--- config.mk ---
export PLATFORM = sky130hd
export DESIGN_NAME = go_back_n_sender_window_flat
export DESIGN_NICKNAME = d
export VERILOG_FILES = /design/src/sv/gbn_pkg.sv /design/src/sv/gbn_if.sv /design/src/sv/gbn_ram.sv /design/src/sv/go_back_n_sender_window.sv /design/src/flat_wrapper.sv
export SDC_FILE = /design/constraint.sdc
export NUM_CORES = 1
export LEC_CHECK = 0
export ABC_AREA = 1
export BUFFER_PORTS_ARGS = -buffer_cell sky130_fd_sc_hd__buf_2
export CAP_MARGIN = 20
export CORE_UTILIZATION = 36
export DETAILED_ROUTE_END_ITERATION = 10
export GPL_TIMING_DRIVEN = 0
export PLACE_DENSITY = 0.59
export SLEW_MARGIN = 10
export SYNTH_ARGS = -nofsm -noshare
export SYNTH_HDL_FRONTEND = slang
export SYNTH_SLANG_ARGS = --single-unit
--- constraint.sdc ---
create_clock -name clk -period 6.2 [get_ports clk]
set_input_delay 0.31 -clock clk [delete_from_list [all_inputs] [get_ports clk]]
set_output_delay 0.31 -clock clk [all_outputs]
set_load 0.03 [all_outputs]
--- src/sv/gbn_pkg.sv ---
// shared types and constants for the go-back-n sender window
// no dependencies; compiled before every other file

package gbn_pkg;

  localparam int MAX_WINDOW = 16;
  localparam int SLOT_W     = $clog2(MAX_WINDOW);
  localparam int SEQ_W      = 16;
  localparam int WIN_W      = 5;
  localparam int TICK_W     = 32;
  localparam int ACK_W      = 17;
  localparam int DATA_W     = 32;
  localparam int ADDR_W     = 4;

  typedef logic [SEQ_W-1:0]  seq_t;
  typedef logic [TICK_W-1:0] tick_t;

  // event kinds
  typedef enum logic [1:0] {
    OP_START = 2'd0,
    OP_ACK   = 2'd1,
    OP_TICK  = 2'd2,
    OP_NONE  = 2'd3
  } op_t;

  // register index, taken from paddr[3:2]
  typedef enum logic [1:0] {
    REG_WINDOW_SIZE   = 2'd0,
    REG_PACKET_COUNT  = 2'd1,
    REG_TIMEOUT_TICKS = 2'd2,
    REG_UNUSED        = 2'd3
  } reg_idx_t;

  typedef enum logic [1:0] {
    ST_IDLE,
    ST_CHECK,
    ST_SEND
  } state_t;

endpackage

--- src/sv/gbn_if.sv ---
// valid/ready channel interfaces for events in and frames out
// depends on gbn_pkg

interface gbn_event_if;
  import gbn_pkg::*;

  logic              valid;
  logic              ready;
  op_t               operation;
  logic signed [ACK_W-1:0] ack_seq;

  modport source (output valid, operation, ack_seq, input ready);
  modport sink   (input valid, operation, ack_seq, output ready);
endinterface

interface gbn_frame_if;
  import gbn_pkg::*;

  logic valid;
  logic ready;
  seq_t send_seq;
  logic is_retransmit;
  seq_t window_base;
  logic last;

  modport source (output valid, send_seq, is_retransmit, window_base, last, input ready);
  modport sink   (input valid, send_seq, is_retransmit, window_base, last, output ready);
endinterface

--- src/sv/gbn_ram.sv ---
// generic single-write, single-read ram with registered read data
// no dependencies

module gbn_ram #(
  parameter int WIDTH = 32,
  parameter int DEPTH = 16
) (
  input  logic                     clk,
  input  logic                     we,
  input  logic [$clog2(DEPTH)-1:0] waddr,
  input  logic [WIDTH-1:0]         wdata,
  input  logic [$clog2(DEPTH)-1:0] raddr,
  output logic [WIDTH-1:0]         rdata
);

  logic [WIDTH-1:0] mem [DEPTH];

  always_ff @(posedge clk) begin
    if (we) begin
      mem[waddr] <= wdata;
    end
    rdata <= mem[raddr];
  end

endmodule

--- src/sv/go_back_n_sender_window.sv ---
// go-back-n arq sender window, top level
// depends on gbn_pkg, gbn_if (gbn_event_if, gbn_frame_if) and gbn_ram

// Go-Back-N sender. Events come in on req (start, cumulative acknowledgement,
// time tick); frames to transmit leave on rsp, one transfer per frame, with
// last set on the final frame an event causes. Events that send nothing give
// no transfer at all. Retransmit deadlines live in a 16-entry ram indexed by
// sequence number mod 16 with registered read data. An event is accepted
// only in ST_IDLE; a tick then reads the base frame's deadline in ST_CHECK,
// and each frame is loaded into the output register once it is free, so rsp
// back-pressure stalls sending. A new event is taken only once the previous
// one has issued all its frames; the last frame may still sit in the output
// register while the next event is accepted. Registers sit at byte addresses
// 0 (window_size), 4 (packet_count) and 8 (timeout_ticks); the user must
// write them only while the block is idle; the block does not enforce this.

module go_back_n_sender_window (
  input  logic                      clk,
  input  logic                      rst,
  gbn_event_if.sink                 req,
  gbn_frame_if.source               rsp,
  input  logic                      psel,
  input  logic                      penable,
  input  logic                      pwrite,
  input  logic [gbn_pkg::ADDR_W-1:0] paddr,
  input  logic [gbn_pkg::DATA_W-1:0] pwdata,
  output logic [gbn_pkg::DATA_W-1:0] prdata,
  output logic                      pready
);
  import gbn_pkg::*;

  // configuration registers
  logic [WIN_W-1:0] window_size;
  seq_t             packet_count;
  logic [15:0]      timeout_ticks;

  // sender state
  state_t state, state_next;
  seq_t   base_seq;
  seq_t   next_seq;
  tick_t  tick_clock;
  logic   started;
  logic   retx;

  // output register
  logic   out_valid;
  seq_t   out_seq;
  logic   out_retx;
  seq_t   out_base;
  logic   out_last;

  // deadline ram ports
  logic              mem_we;
  logic [SLOT_W-1:0] mem_waddr;
  tick_t             mem_wdata;
  tick_t             mem_rdata;

  logic             cfg_write;
  reg_idx_t         cfg_idx;
  logic             accept;
  logic [WIN_W-1:0] eff_win;
  logic [SEQ_W:0]   win_limit;
  logic [SEQ_W:0]   seq_plus1;
  logic             fits;
  logic             frame_last;
  logic             load_ok;
  logic             emit;
  seq_t             ack_val;
  logic             ack_ok;
  logic             tick_due;
  tick_t            age;
  logic             expired;

  // ---------------------------------------------------------------------
  // apb register port
  // ---------------------------------------------------------------------
  assign pready    = 1'b1;
  assign cfg_idx   = reg_idx_t'(paddr[3:2]);
  assign cfg_write = psel && penable && pwrite && pready;

  always_ff @(posedge clk) begin
    if (rst) begin
      window_size   <= WIN_W'(4);
      packet_count  <= SEQ_W'(10);
      timeout_ticks <= 16'd2000;
    end else if (cfg_write) begin
      unique case (cfg_idx)
        REG_WINDOW_SIZE:   window_size   <= pwdata[WIN_W-1:0];
        REG_PACKET_COUNT:  packet_count  <= pwdata[SEQ_W-1:0];
        REG_TIMEOUT_TICKS: timeout_ticks <= pwdata[15:0];
        default: ;
      endcase
    end
  end

  always_comb begin
    unique case (cfg_idx)
      REG_WINDOW_SIZE:   prdata = DATA_W'(window_size);
      REG_PACKET_COUNT:  prdata = DATA_W'(packet_count);
      REG_TIMEOUT_TICKS: prdata = DATA_W'(timeout_ticks);
      default:           prdata = '0;
    endcase
  end

  // ---------------------------------------------------------------------
  // window arithmetic
  // ---------------------------------------------------------------------
  // window of zero acts as one, anything above the slot count is clamped
  always_comb begin
    if (window_size == '0) begin
      eff_win = WIN_W'(1);
    end else if (window_size > WIN_W'(MAX_WINDOW)) begin
      eff_win = WIN_W'(MAX_WINDOW);
    end else begin
      eff_win = window_size;
    end
  end

  assign win_limit  = {1'b0, base_seq} + (SEQ_W+1)'(eff_win);
  assign seq_plus1  = {1'b0, next_seq} + 1'b1;
  assign fits       = ({1'b0, next_seq} < win_limit) && (next_seq < packet_count);
  // the frame after this one would not fit, so this one closes the event
  assign frame_last = (seq_plus1 >= win_limit) || (seq_plus1 >= {1'b0, packet_count});

  // output register frees up when empty or being drained this cycle
  assign load_ok = !out_valid || rsp.ready;
  assign accept  = req.valid && req.ready;

  // acknowledgement must be non-negative, at or above base and already sent
  assign ack_val = req.ack_seq[SEQ_W-1:0];
  assign ack_ok  = started && !req.ack_seq[ACK_W-1] &&
                   (ack_val >= base_seq) && (ack_val < next_seq);
  assign tick_due = started && (base_seq < next_seq);

  // deadline reached when clock minus deadline is below half the range
  assign age     = tick_clock - mem_rdata;
  assign expired = !age[TICK_W-1];

  // ---------------------------------------------------------------------
  // state machine
  // ---------------------------------------------------------------------
  always_comb begin
    state_next = state;
    unique case (state)
      ST_IDLE: begin
        if (accept) begin
          case (req.operation)
            OP_START: state_next = ST_SEND;
            OP_ACK:   state_next = ack_ok ? ST_SEND : ST_IDLE;
            OP_TICK:  state_next = tick_due ? ST_CHECK : ST_IDLE;
            default:  state_next = ST_IDLE;
          endcase
        end
      end
      ST_CHECK: begin
        state_next = expired ? ST_SEND : ST_IDLE;
      end
      ST_SEND: begin
        if (!fits) begin
          state_next = ST_IDLE;
        end else if (load_ok && frame_last) begin
          state_next = ST_IDLE;
        end
      end
      default: state_next = ST_IDLE;
    endcase
  end

  always_comb begin
    req.ready = (state == ST_IDLE);
    emit      = (state == ST_SEND) && fits && load_ok;
    mem_we    = emit;
  end

  always_ff @(posedge clk) begin
    if (rst) begin
      state <= ST_IDLE;
    end else begin
      state <= state_next;
    end
  end

  // ---------------------------------------------------------------------
  // sender state updates
  // ---------------------------------------------------------------------
  always_ff @(posedge clk) begin
    if (rst) begin
      started    <= 1'b0;
      base_seq   <= '0;
      next_seq   <= '0;
      tick_clock <= '0;
      retx       <= 1'b0;
    end else begin
      if (accept) begin
        case (req.operation)
          OP_START: begin
            started <= 1'b1;
            retx    <= 1'b0;
          end
          OP_ACK: begin
            retx <= 1'b0;
            if (ack_ok) begin
              base_seq <= ack_val + 1'b1;
            end
          end
          OP_TICK: begin
            tick_clock <= tick_clock + 1'b1;
          end
          default: ;
        endcase
      end
      // timeout rewind: resend from the base
      if (state == ST_CHECK && expired) begin
        next_seq <= base_seq;
        retx     <= 1'b1;
      end
      if (emit) begin
        next_seq <= next_seq + 1'b1;
      end
    end
  end

  // ---------------------------------------------------------------------
  // deadline memory, slot = sequence number mod window slots
  // ---------------------------------------------------------------------
  assign mem_waddr = next_seq[SLOT_W-1:0];
  assign mem_wdata = tick_clock + TICK_W'(timeout_ticks);

  // no write occurs while idle, so the read issued on a tick transfer
  // already sees every deadline written before it
  gbn_ram #(
    .WIDTH (TICK_W),
    .DEPTH (MAX_WINDOW)
  ) u_deadline_ram (
    .clk   (clk),
    .we    (mem_we),
    .waddr (mem_waddr),
    .wdata (mem_wdata),
    .raddr (base_seq[SLOT_W-1:0]),
    .rdata (mem_rdata)
  );

  // ---------------------------------------------------------------------
  // output register
  // ---------------------------------------------------------------------
  always_ff @(posedge clk) begin
    if (rst) begin
      out_valid <= 1'b0;
    end else if (emit) begin
      out_valid <= 1'b1;
    end else if (rsp.ready) begin
      out_valid <= 1'b0;
    end
  end

  always_ff @(posedge clk) begin
    if (emit) begin
      out_seq  <= next_seq;
      out_retx <= retx;
      out_base <= base_seq;
      out_last <= frame_last;
    end
  end

  assign rsp.valid         = out_valid;
  assign rsp.send_seq      = out_seq;
  assign rsp.is_retransmit = out_retx;
  assign rsp.window_base   = out_base;
  assign rsp.last          = out_last;

  // ---------------------------------------------------------------------
  // assertions
  // ---------------------------------------------------------------------
  // base never passes the next frame to send
  a_base_order: assert property (@(posedge clk) disable iff (rst)
    base_seq <= next_seq)
    else $error("window base ahead of next sequence");

  // outstanding frames never exceed the slot count
  a_window_bound: assert property (@(posedge clk) disable iff (rst)
    ({1'b0, next_seq} - {1'b0, base_seq}) <= (SEQ_W+1)'(MAX_WINDOW))
    else $error("outstanding frames exceed window slots");

  // a deadline is only checked when a sent frame is outstanding
  a_check_outstanding: assert property (@(posedge clk) disable iff (rst)
    state == ST_CHECK |-> base_seq < next_seq)
    else $error("deadline check with empty window");

  // the closing frame of an event returns the block to idle
  a_last_closes: assert property (@(posedge clk) disable iff (rst)
    emit && frame_last |=> state == ST_IDLE && out_last)
    else $error("event did not close after its last frame");

  // a frame written to the output register carries the updated base
  a_emit_base: assert property (@(posedge clk) disable iff (rst)
    emit |=> out_valid && out_base == $past(base_seq))
    else $error("frame base mismatch");

endmodule
--- src/flat_wrapper.sv ---
// flat-port wrapper written by rule: the top's interface ports become plain ports
module go_back_n_sender_window_flat import gbn_pkg::*;
  (clk, rst, psel, penable, pwrite, paddr, pwdata, prdata, pready, req_valid, req_operation, req_ack_seq, req_ready, rsp_valid, rsp_send_seq, rsp_is_retransmit, rsp_window_base, rsp_last, rsp_ready);
  gbn_event_if req_i ();
  gbn_frame_if rsp_i ();
  input  logic clk;
  input  logic rst;
  input  logic psel;
  input  logic penable;
  input  logic pwrite;
  input  logic [gbn_pkg::ADDR_W-1:0] paddr;
  input  logic [gbn_pkg::DATA_W-1:0] pwdata;
  output logic [gbn_pkg::DATA_W-1:0] prdata;
  output logic pready;
  input wire logic [$bits(req_i.valid)-1:0] req_valid;
  input wire logic [$bits(req_i.operation)-1:0] req_operation;
  input wire logic [$bits(req_i.ack_seq)-1:0] req_ack_seq;
  output wire logic [$bits(req_i.ready)-1:0] req_ready;
  output wire logic [$bits(rsp_i.valid)-1:0] rsp_valid;
  output wire logic [$bits(rsp_i.send_seq)-1:0] rsp_send_seq;
  output wire logic [$bits(rsp_i.is_retransmit)-1:0] rsp_is_retransmit;
  output wire logic [$bits(rsp_i.window_base)-1:0] rsp_window_base;
  output wire logic [$bits(rsp_i.last)-1:0] rsp_last;
  input wire logic [$bits(rsp_i.ready)-1:0] rsp_ready;
  assign req_i.valid = req_valid;
  assign req_i.operation = req_operation;
  assign req_i.ack_seq = req_ack_seq;
  assign req_ready = req_i.ready;
  assign rsp_valid = rsp_i.valid;
  assign rsp_send_seq = rsp_i.send_seq;
  assign rsp_is_retransmit = rsp_i.is_retransmit;
  assign rsp_window_base = rsp_i.window_base;
  assign rsp_last = rsp_i.last;
  assign rsp_i.ready = rsp_ready;
  go_back_n_sender_window u_core (.clk(clk), .rst(rst), .req(req_i), .rsp(rsp_i), .psel(psel), .penable(penable), .pwrite(pwrite), .paddr(paddr), .pwdata(pwdata), .prdata(prdata), .pready(pready));
endmodule
After elaboration in Yosys (flattened, before gate mapping)
Memory sizes are Yosys's and may differ from the RTL's. A register that Yosys moved wholly into a read port is not among the register bits.
Index checks and enable logic that the tools add are counted.

operators by class
  $add $sub $neg = 7
  $mul = 0
  divide/modulo/power cells = 0
  $lt $le $gt $ge = 8
  equal/unequal tests = 8
  shift operators = 0
  multiplexer cells = 20
  bitwise gates (word level) = 0
  reduce and logical (&&, ||, !) cells = 34

operators by type and width
  operator               count
  $lt 16x16->1           3
  $pmux 16 s3            1
  $add 16x1->16 const B  2
  $add 32x1->32 const B  1
  $add 32x16->32         1
  $mux 16                2
  $sub 32x32->32         1
  $add 16x1->17 const B  1
  $add 16x5->17          1
  $ge 17x16->1           1
  $ge 17x17->1           1
  $lt 16x17->1           1
  $ge 16x16->1           1
  $reduce_and 2->1       7
  $logic_and 1x1->1      12
  $pmux 2 s3             2
  $mux 2                 5
  $mux 5                 2
  $mux 1                 8
  $reduce_bool 2->1      4
  $eq 2x1->1 const B     3
  $eq 2x2->1 const B     3
  $logic_not 2->1        3
  $gt 5x5->1 const B     1
  7 further kinds        10

storage, ports and cells
  bits in registers = 140
  latch bits = 0
  bits in writable memories = 512
  ROM bits = 0
  input port bits = 62
  output and inout port bits = 69
  word-level logic and storage cells = 92
  memories kept = 1

memories
  memory                     words  width  read ports  clocked after memory_dff  wr ports  RTL line       text
  u_core.u_deadline_ram.mem  16     32     1           1                         1         gbn_ram.sv:16  logic [WIDTH-1:0] mem [DEPTH];

Depth between registers and ports, before layout
Gate-level depths: netlist of the first run.

  word-level depth = 10
  gate-level depth with buffers = 29
  mapped depth without buffers = 29

Hierarchy
A second synthesis of the first run with hierarchy kept.

unflattened totals
  cell total of the unflattened synthesis = 3,641
  area, all modules = 33,913.8 um^2

by module, submodules not included
  module                   times used  cells an instance  area an instance (um^2)  seq. area each (um^2)
  gbn_ram                  1           2,120              22,738.1                 16,015.4
  go_back_n_sender_window  1           1,521              11,175.7                 3,143.0

Worst setup path after synthesis of the first run
OpenSTA, ideal clock, no wires.

  kind = register to register
  start point = reg u_core.window_size[0]
  end point = mem u_core.u_deadline_ram.mem[15][0], enable pin
  library setup time = 0.461 ns
  arrival = 5.103 ns
  data required time = 5.739 ns
  slack = 0.636 ns
  stages on the path, launching flop included = 25
  path buffers = 0
  period minus slack after synthesis = 5.564 ns
  path through = dfxtp_1 -> nor4_1 -> nor2_1 -> nor2_1 -> ha_1 -> nand3_1 -> nand2_1 -> nand2_1 -> nand2_1 -> a21oi_1 -> nor2_1 -> nand2_1 -> xor2_1 -> ha_1 -> nand2_1 -> nor2_1 -> nor2_1 -> nand4_1 -> nand2_1 -> nand3b_1 -> nand2_1 -> nand2_1 -> nand2_2 -> nand3_4 -> nor3_1

on the way
  longest elaborated chain between the ends = 10
  elaborated cells between the ends (all ways) = 11
  classes of those cells = add/sub: 1; order compare: 2; mux: 4; reduce/logical: 4

RTL lines
  what                              RTL line                        text
  from (decl)                       go_back_n_sender_window.sv:33   logic [WIN_W-1:0] window_size;
  from (signal assigned)            go_back_n_sender_window.sv:88   REG_WINDOW_SIZE: window_size <= pwdata[WIN_W-1:0];
  $gt 5x5->1                        go_back_n_sender_window.sv:112  end else if (window_size > WIN_W'(MAX_WINDOW)) begin
  $mux 5                            go_back_n_sender_window.sv:112
  $mux 5 *                          go_back_n_sender_window.sv:110  if (window_size == '0) begin
  $add 16x5->17 *                   go_back_n_sender_window.sv:119  assign win_limit = {1'b0, base_seq} + (SEQ_W+1)'(eff_win);
  $lt 16x17->1 *                    go_back_n_sender_window.sv:121  assign fits = ({1'b0, next_seq} < win_limit) && (next_seq < packet_count);
  $logic_and 1x1->1 *               go_back_n_sender_window.sv:121
  $logic_and 1x1->1 * (2 in a row)  go_back_n_sender_window.sv:171  emit = (state == ST_SEND) && fits && load_ok;
  $mux 1 *                          gbn_ram.sv:19                   if (we) begin
  $mux 1 (implied by the code) *    gbn_ram.sv:20                   mem[waddr] <= wdata;
  to (decl)                         gbn_ram.sv:16

Every way passes the cells marked *; elsewhere a longest branch is shown, timed or not.

Worst setup path in the final report of the first run
  start point = reg u_core.window_size[0]
  end point = mem u_core.u_deadline_ram.mem[7][8], enable pin

on the way
  longest elaborated chain between the ends = 10
  elaborated cells between the ends (all ways) = 11
  classes of those cells = add/sub: 1; order compare: 2; mux: 4; reduce/logical: 4

RTL lines
  what                              RTL line                        text
  $gt 5x5->1                        go_back_n_sender_window.sv:112
  $mux 5                            go_back_n_sender_window.sv:112
  $mux 5 *                          go_back_n_sender_window.sv:110
  $add 16x5->17 *                   go_back_n_sender_window.sv:119
  $lt 16x17->1 *                    go_back_n_sender_window.sv:121
  $logic_and 1x1->1 *               go_back_n_sender_window.sv:121
  $logic_and 1x1->1 * (2 in a row)  go_back_n_sender_window.sv:171
  net u_core.emit                   go_back_n_sender_window.sv:67   logic emit;
  $mux 1 *                          gbn_ram.sv:19
  $mux 1 (implied by the code) *    gbn_ram.sv:20

Mark *: on every way through the listed nets, which the timed path passes. The rest lies on a longest branch.

==> results.md, run 1 <==
- Initial antenna violation count: 0
- Static Leak: 13.8 nW
- Unrepaired setup endpoints after global routing: false
- Most common cell after layout, fill and taps aside: edfxtp_1
- Reg area: 19200 um^2
- Initial Util: 36.6%
- Share of layout cells above drive strength 1: 10.7%
- Post-synth EDFFs: 546
- H-tree depth: 3
- Non-filler instance count after layout: about 4400
- Actual slew at the worst max-slew pin: between 1000 and 1500 ps
- Critical-path top delay cell: nor2_4
- Worst setup EP type: flip-flop
- ANT nets after route: 0
- Status: finished clean
- I/O Buffers: 94
- Clock slew at reported path FFs: 60 ps
- Crit Path Category: flip-flop to flip-flop
- CTS tree: done
- Yosys cell types: 53
- Ys flop type: edfxtp_1
- Num CTS Buffers: 75
- Total GRT Usage: 22.3%
- DR vias: 23600
- Fin. Hold Viols: 0
- Critical path's most frequent cell: nand2_1
- Commonest cells after routing, fill and taps aside: 546 x edfxtp_1, 411 x nor2_1, 354 x o21ai_0
- Pin count of the biggest net entering global routing: 40
- Peak supply drop: 0.190 mV
- CP Max Fanout: 39
- Insertion delay to the later sink of the worst-skew pair: 650 ps
- Die span in x: about 300 um
- R2R cell count: 28
- Setup crit start: u_core.window_size[0]$_SDFFE_PP0P_
- Synth warnings: 0
- Crit share post-route: 90.9%
- Site Rows: 107
- Pwr Total: a little under 0.01 W
- Pwr dens: between 200 and 300 nW/um^2
- Finish-stage setup viols: 0
- WL/cell: 23.0 um
- Clk sinks: ~700
- Critical Path End: u_core.u_deadline_ram.mem[7][8]$_DFFE_PP_
- R2R Path End: u_core.u_deadline_ram.mem[7][8]$_DFFE_PP_
- Root buffer cell: clkbuf_16
- Post-Place Cells: around 4200
- Nets: 3410
- Initial drt markers: ~2500
- Data required, critical path: 6530 ps
- DRC violations left: 0
- Minimum clock period: 5640 ps
- Routed wire length: 101000 um
- Via count of the first global-routing pass: 22600
- Core area: 85700 um^2
- Setup Skew: 49.7 ps
- # IOs: ~130
- Crit-path leading delay family: simple AND/OR/NAND/NOR gates
- Multi-input logic area: 11000 um^2
- Die Area: 88300 um^2
- GP Congestion: between 0.9 and 1
- Worst reg2reg setup slack: roughly 560 ps
- N_diodes: 0
- Worst Path Buf+Inv: 3
- Seq cells post-synth: between 600 and 700
- Syn Area/Cell: between 10 and 15 um^2
- Crit Reg-Reg Startpoint: u_core.window_size[0]$_SDFFE_PP0P_
- Max-cap violations: 0
- Area Overhead vs Synth: 17.8%
- Longest Clk Path Bufs: 3
- Worst rel slew slack: approximately 17%
- Drt first pass iters: 6
- Post-synthesis sequential area ratio: between 60% and 70%
- First-pass GRT wire length: between 100000 and 150000 um
- Mapped Area: 31400 um^2
- Startpoint Class: flip-flop
- Grt ovf: 0
- Crit path depth: 28
- Fillers: 8079
- Die Y: 297 um
- Ys async rst share: 0%
- Mean number of vias per cell: ~5.4
- Fmax: 177 MHz
- CP Data Arrival Time: 5970 ps
- DP HPWL: between 60000 and 70000 um
- CP peak stage delay: 480 ps
- Cells after Synth: 2912
- Hold Crit Class: primary input to flip-flop
- Final Max Tran Viols: 0
## synth_stat cells (18+ instances only)
cell type | count | area, um^2
o211ai_1 | 39 | 293
nand2_1 | 310 | 1160
clkbuf_1 | 117 | 439
inv_1 | 202 | 758
nor2_1 | 426 | 1600
xor2_1 | 66 | 578
a21oi_1 | 135 | 676
edfxtp_1 | 546 | 16400
nand4_1 | 31 | 194
ha_1 | 164 | 2050
o22ai_1 | 32 | 200
nor3_1 | 35 | 175
nand3_1 | 107 | 536
o21ai_0 | 354 | 1770
o221ai_1 | 100 | 876
buf_4 | 18 | 135
dfxtp_1 | 138 | 2760
## where the power goes
| part | internal (W) | total (W) | switching (W) | leakage (nW) |
|---|---|---|---|---|
| logic | 0.000104 | 0.000336 | 0.000232 | 6.45 |
| clock network | 0.00245 | 0.00434 | 0.00189 | 1.15 |
| registers | 0.00494 | 0.00496 | 0.0000156 | 6.15 |
## area by class of cell
type / count / area share (%)
clock inverters: 32 / 0.762
inverters: 208 / 2.12
well taps: 1144 / 3.87
plain buffers: 147 / 1.71
clock buffers: 104 / 5.62
flip-flops and latches: 684 / 51.8
repair buffers: 178 / 4.23
multi-input cells: 1888 / 29.8
## worst min-delay path, delay by kind of cell
kind | cells | cell delay, ps
AO/OA/AOI/OAI | 1 | 50
buffers and inverters | 2 | 200
AND/OR/NAND/NOR | 1 | 80
## registers in the layout, indices dropped and copies added, names as in the netlist, 2 cells and up
name / flops
u_core.u_deadline_ram.rdata: 32
u_core.u_deadline_ram.mem: 512
u_core.rsp.window_base: 16
u_core.base_seq: 16
u_core.tick_clock: 32
u_core.next_seq: 16
u_core.rsp.send_seq: 16
u_core.packet_count: 16
u_core.timeout_ticks: 16
u_core.window_size: 5
u_core.state: 2
## worst min-delay path by stage
stage	from	to	slack [ps]	cells past startpoint
after global placement	u_core.retx$_SDFFE_PP0P_	u_core.rsp.is_retransmit$_DFFE_PP_	410	0
after CTS	req_operation[0]	u_core.started$_SDFFE_PP0P_	3	4
after floorplan	u_core.retx$_SDFFE_PP0P_	u_core.rsp.is_retransmit$_DFFE_PP_	400	0
after global routing	req_operation[0]	u_core.started$_SDFFE_PP0P_	50	4
final	req_operation[0]	u_core.started$_SDFFE_PP0P_	40	4
after detailed placement	u_core.retx$_SDFFE_PP0P_	u_core.rsp.is_retransmit$_DFFE_PP_	410	0
## metrics by stage
step                worst slack [ps]  utilization (%)  hold slack [ps]  TNS (ps)  cell area [um^2]
finish                           562             43.1             43.7         0             37000
global route                    97.5             43.1             49.1         0             37000
CTS                            0.576             42.7             3.14         0             36600
detailed placement             -16.9             39.7              411      -218             34100
global placement               -3080             38.9              408  -1108340             33300
floorplan                        636                -              402         0             31400
## per-layer routing
| layer | routed length [um] | up-vias | share of wire (%) | track usage [%] |
|---|---|---|---|---|
| met5 | 0 | - | 0 | 0 |
| li1 | - | 10900 | - | - |
| met3 | 8100 | 204 | 8.0 | 3.48 |
| met4 | 3980 | 0 | 3.9 | 9.39 |
| met2 | 46400 | 1063 | 46 | 35.9 |
| met1 | 42200 | 11400 | 42 | 30.0 |
## what timing repair did
action                                  4_1_cts  5_1_grt
hold buffers                                 17        0
gates cloned                                  0        0
buffers inserted                              2       19
gates resized for setup                       0        2
endpoints found under the hold margin        31        0
pin swaps                                     1       10
endpoints found under the setup margin       20      360
## kinds of logic after synthesis
group / count (synthesis) / share of synthesized area [%]
flip-flops: 684 / 61.1
AND/OR/NAND/NOR: 949 / 12.9
XOR/XNOR: 74 / 2.07
other: 2 / 0.0239
adder cells (fa/ha/maj): 166 / 6.67
buffers and inverters: 355 / 4.50
AO/OA/AOI/OAI: 682 / 12.7
Note: power is estimated with default switching activity, not from simulation.
==> inputs of run 2 (changes only) <==
--- a/config.mk
+++ b/config.mk
@@ -10,7 +10,6 @@
 export CAP_MARGIN = 20
 export CORE_UTILIZATION = 36
 export DETAILED_ROUTE_END_ITERATION = 10
-export GPL_TIMING_DRIVEN = 0
 export PLACE_DENSITY = 0.59
 export SLEW_MARGIN = 10
 export SYNTH_ARGS = -nofsm -noshare
==> results.md, run 2 (synthesized netlist as in run 1, its figures left out) <==
- Status: finished clean
- Register bank with the most flops: u_core.u_deadline_ram.mem
- Commonest cells after routing, fill and taps aside: 546 x edfxtp_1, 411 x nor2_1, 354 x o21ai_0
- Data required, critical path: 6530 ps
- Crit Reg-Reg Startpoint: u_core.window_size[0]$_SDFFE_PP0P_
- DR vias: approximately 22000
- Clock slew at reported path FFs: ~60 ps
- ANT nets after route: 0
- Sum of negative setup slack: 0 ps
- Fillers: slightly above 8000
- Setup Skew: 52.5 ps
- Critical-path top delay cell: nor2_4
- CP Max Fanout: 15
- Hold Crit Class: primary input to flip-flop
- Area Overhead vs Synth: 14.9%
- DRC violations left: 0
- Postcts setup bufs: 0
- Final Max Tran Viols: 0
- Insertion delay to the later sink of the worst-skew pair: 650 ps
- Fin. Hold Viols: 0
- Crit path depth: 27
- N_diodes: 0
- Die Area: ~88000 um^2
- H-tree depth: 3
- Fmax: 197 MHz
- R2R Path End: u_core.u_deadline_ram.mem[2][15]$_DFFE_PP_
- Multi-input logic area: ~11000 um^2
- Nets: 3256
- Total GRT Usage: 18.0%
- CP peak stage delay: 590 ps
- Actual slew at the worst max-slew pin: between 1000 and 1500 ps
- First-pass GRT wire length: 124000 um
- I/O Buffers: 95
- Static Leak: 13.4 nW
- Crit share post-route: 82.0%
- Mean number of vias per cell: between 5 and 6
- Core area: 85700 um^2
- Reg area: 19200 um^2
- Worst reg2reg setup slack: 1110 ps
- Drt first pass iters: 8
- Grt ovf: 0
- Worst Path Buf+Inv: 2
- Max-cap violations: 0
- Die span in x: approximately 300 um
- Share of layout cells above drive strength 1: 10.8%
- Critical Path End: u_core.u_deadline_ram.mem[2][15]$_DFFE_PP_
- CTS tree: done
- Max reg flops: around 500
- Most common cell after layout, fill and taps aside: edfxtp_1
- Finish-stage setup viols: 0
- Via count of the first global-routing pass: 20800
- Longest Clk Path Bufs: 3
- Critical path's most frequent cell: nand2_1
- Num CTS Buffers: 74
- DP HPWL: 48200 um
- Largest regs: u_core.u_deadline_ram.mem (512), u_core.tick_clock (32), u_core.u_deadline_ram.rdata (32)
- Worst rel slew slack: 26.9%
- CP Data Arrival Time: 5410 ps
- Initial antenna violation count: 0
- Minimum clock period: 5090 ps
- Site Rows: ~110
- Routed wire length: 80700 um
- Startpoint Class: flip-flop
- GP Congestion: approximately 0.85
- Die Y: 297 um
- # IOs: ~130
- Crit Path Category: flip-flop to flip-flop
- Initial drt markers: 1745
- Pwr dens: 270 nW/um^2
- Peak supply drop: 0.208 mV
- Worst setup EP type: flip-flop
- Setup crit start: u_core.window_size[0]$_SDFFE_PP0P_
- WL/cell: 19.1 um
- Pin count of the biggest net entering global routing: around 220
- Root buffer cell: clkbuf_16
- Initial Util: a little over a third
- Unrepaired setup endpoints after global routing: false
- Crit-path leading delay family: simple AND/OR/NAND/NOR gates
- Clk sinks: 684
- R2R cell count: 27
- Smallest hold slack: 35.8 ps
run 2: cell count changes in the layout (fill, tap and decap cells not counted), moves of 5 or more:
cell	before	now
buf_1	8	0
buf_12	28	5
buf_4	49	56
buf_6	5	0
clkbuf_1	139	13
clkinv_1	15	10
clkinv_2	11	18
xor2_1	60	66
xor2_2	6	0
run 2: worst min-delay path: stages:
cell and delay [ps]:
buf_2 140, nor2_1 80, nand2_1 50, a21oi_1 50
run 2: final cells by class:
| type | instances | share of cell area, % |
|---|---|---|
| Clock inverter | 44 | 1.40 |
| Inverter | 208 | 2.18 |
| Sequential cell | 684 | 53.2 |
| Clock buffer | 94 | 5.57 |
| Timing Repair Buffer | 172 | 3.21 |
| Tap cell | 1144 | 3.97 |
| Multi-Input combinational cell | 1888 | 30.4 |
run 2: layer usage:
layer	part of all wire, %	track usage [%]
met3	5.0	2.22
met5	0	0
met2	47	29.4
met4	2.0	5.25
met1	46	25.1
run 2: through the flow:
step	total power [W]	instances	cell area (um^2)	setup WS, ps	utilization (%)
floorplan	0.00525	2927	31400	636	-
global placement	0.00535	4067	33300	1130	38.8
detailed placement	0.00536	4071	33300	1080	38.8
CTS	0.00982	4225	36000	1050	42.0
global route	0.0100	4234	36000	568	42.0
finish	0.00973	4234	36000	1110	42.0
run 2: how the worst min path moves through the flow:
stage,slack (ps),depth (start not counted),to,start
finish,40,4,u_core.started$_SDFFE_PP0P_,req_operation[1]
global route,60,4,u_core.started$_SDFFE_PP0P_,req_operation[1]
CTS,4,3,u_core.base_seq[15]$_SDFFE_PP0P_,req_ack_seq[15]
detailed placement,420,0,u_core.rsp.is_retransmit$_DFFE_PP_,u_core.retx$_SDFFE_PP0P_
global placement,410,0,u_core.rsp.is_retransmit$_DFFE_PP_,u_core.retx$_SDFFE_PP0P_
floorplan,400,0,u_core.rsp.is_retransmit$_DFFE_PP_,u_core.retx$_SDFFE_PP0P_
run 2: where the power goes:
| part | total (W) | internal (W) | switching (W) |
|---|---|---|---|
| Combinational | 0.000311 | 0.0000932 | 0.000218 |
| Sequential | 0.00496 | 0.00494 | 0.0000156 |
| Clock | 0.00446 | 0.00259 | 0.00188 |
| Total | 0.00973 | 0.00762 | 0.00211 |
run 2: what timing repair did:
action | in CTS | in global routing
hold endpoints to repair | 30 | 0
hold buffers | 16 | 0
gates resized for setup | 0 | 0
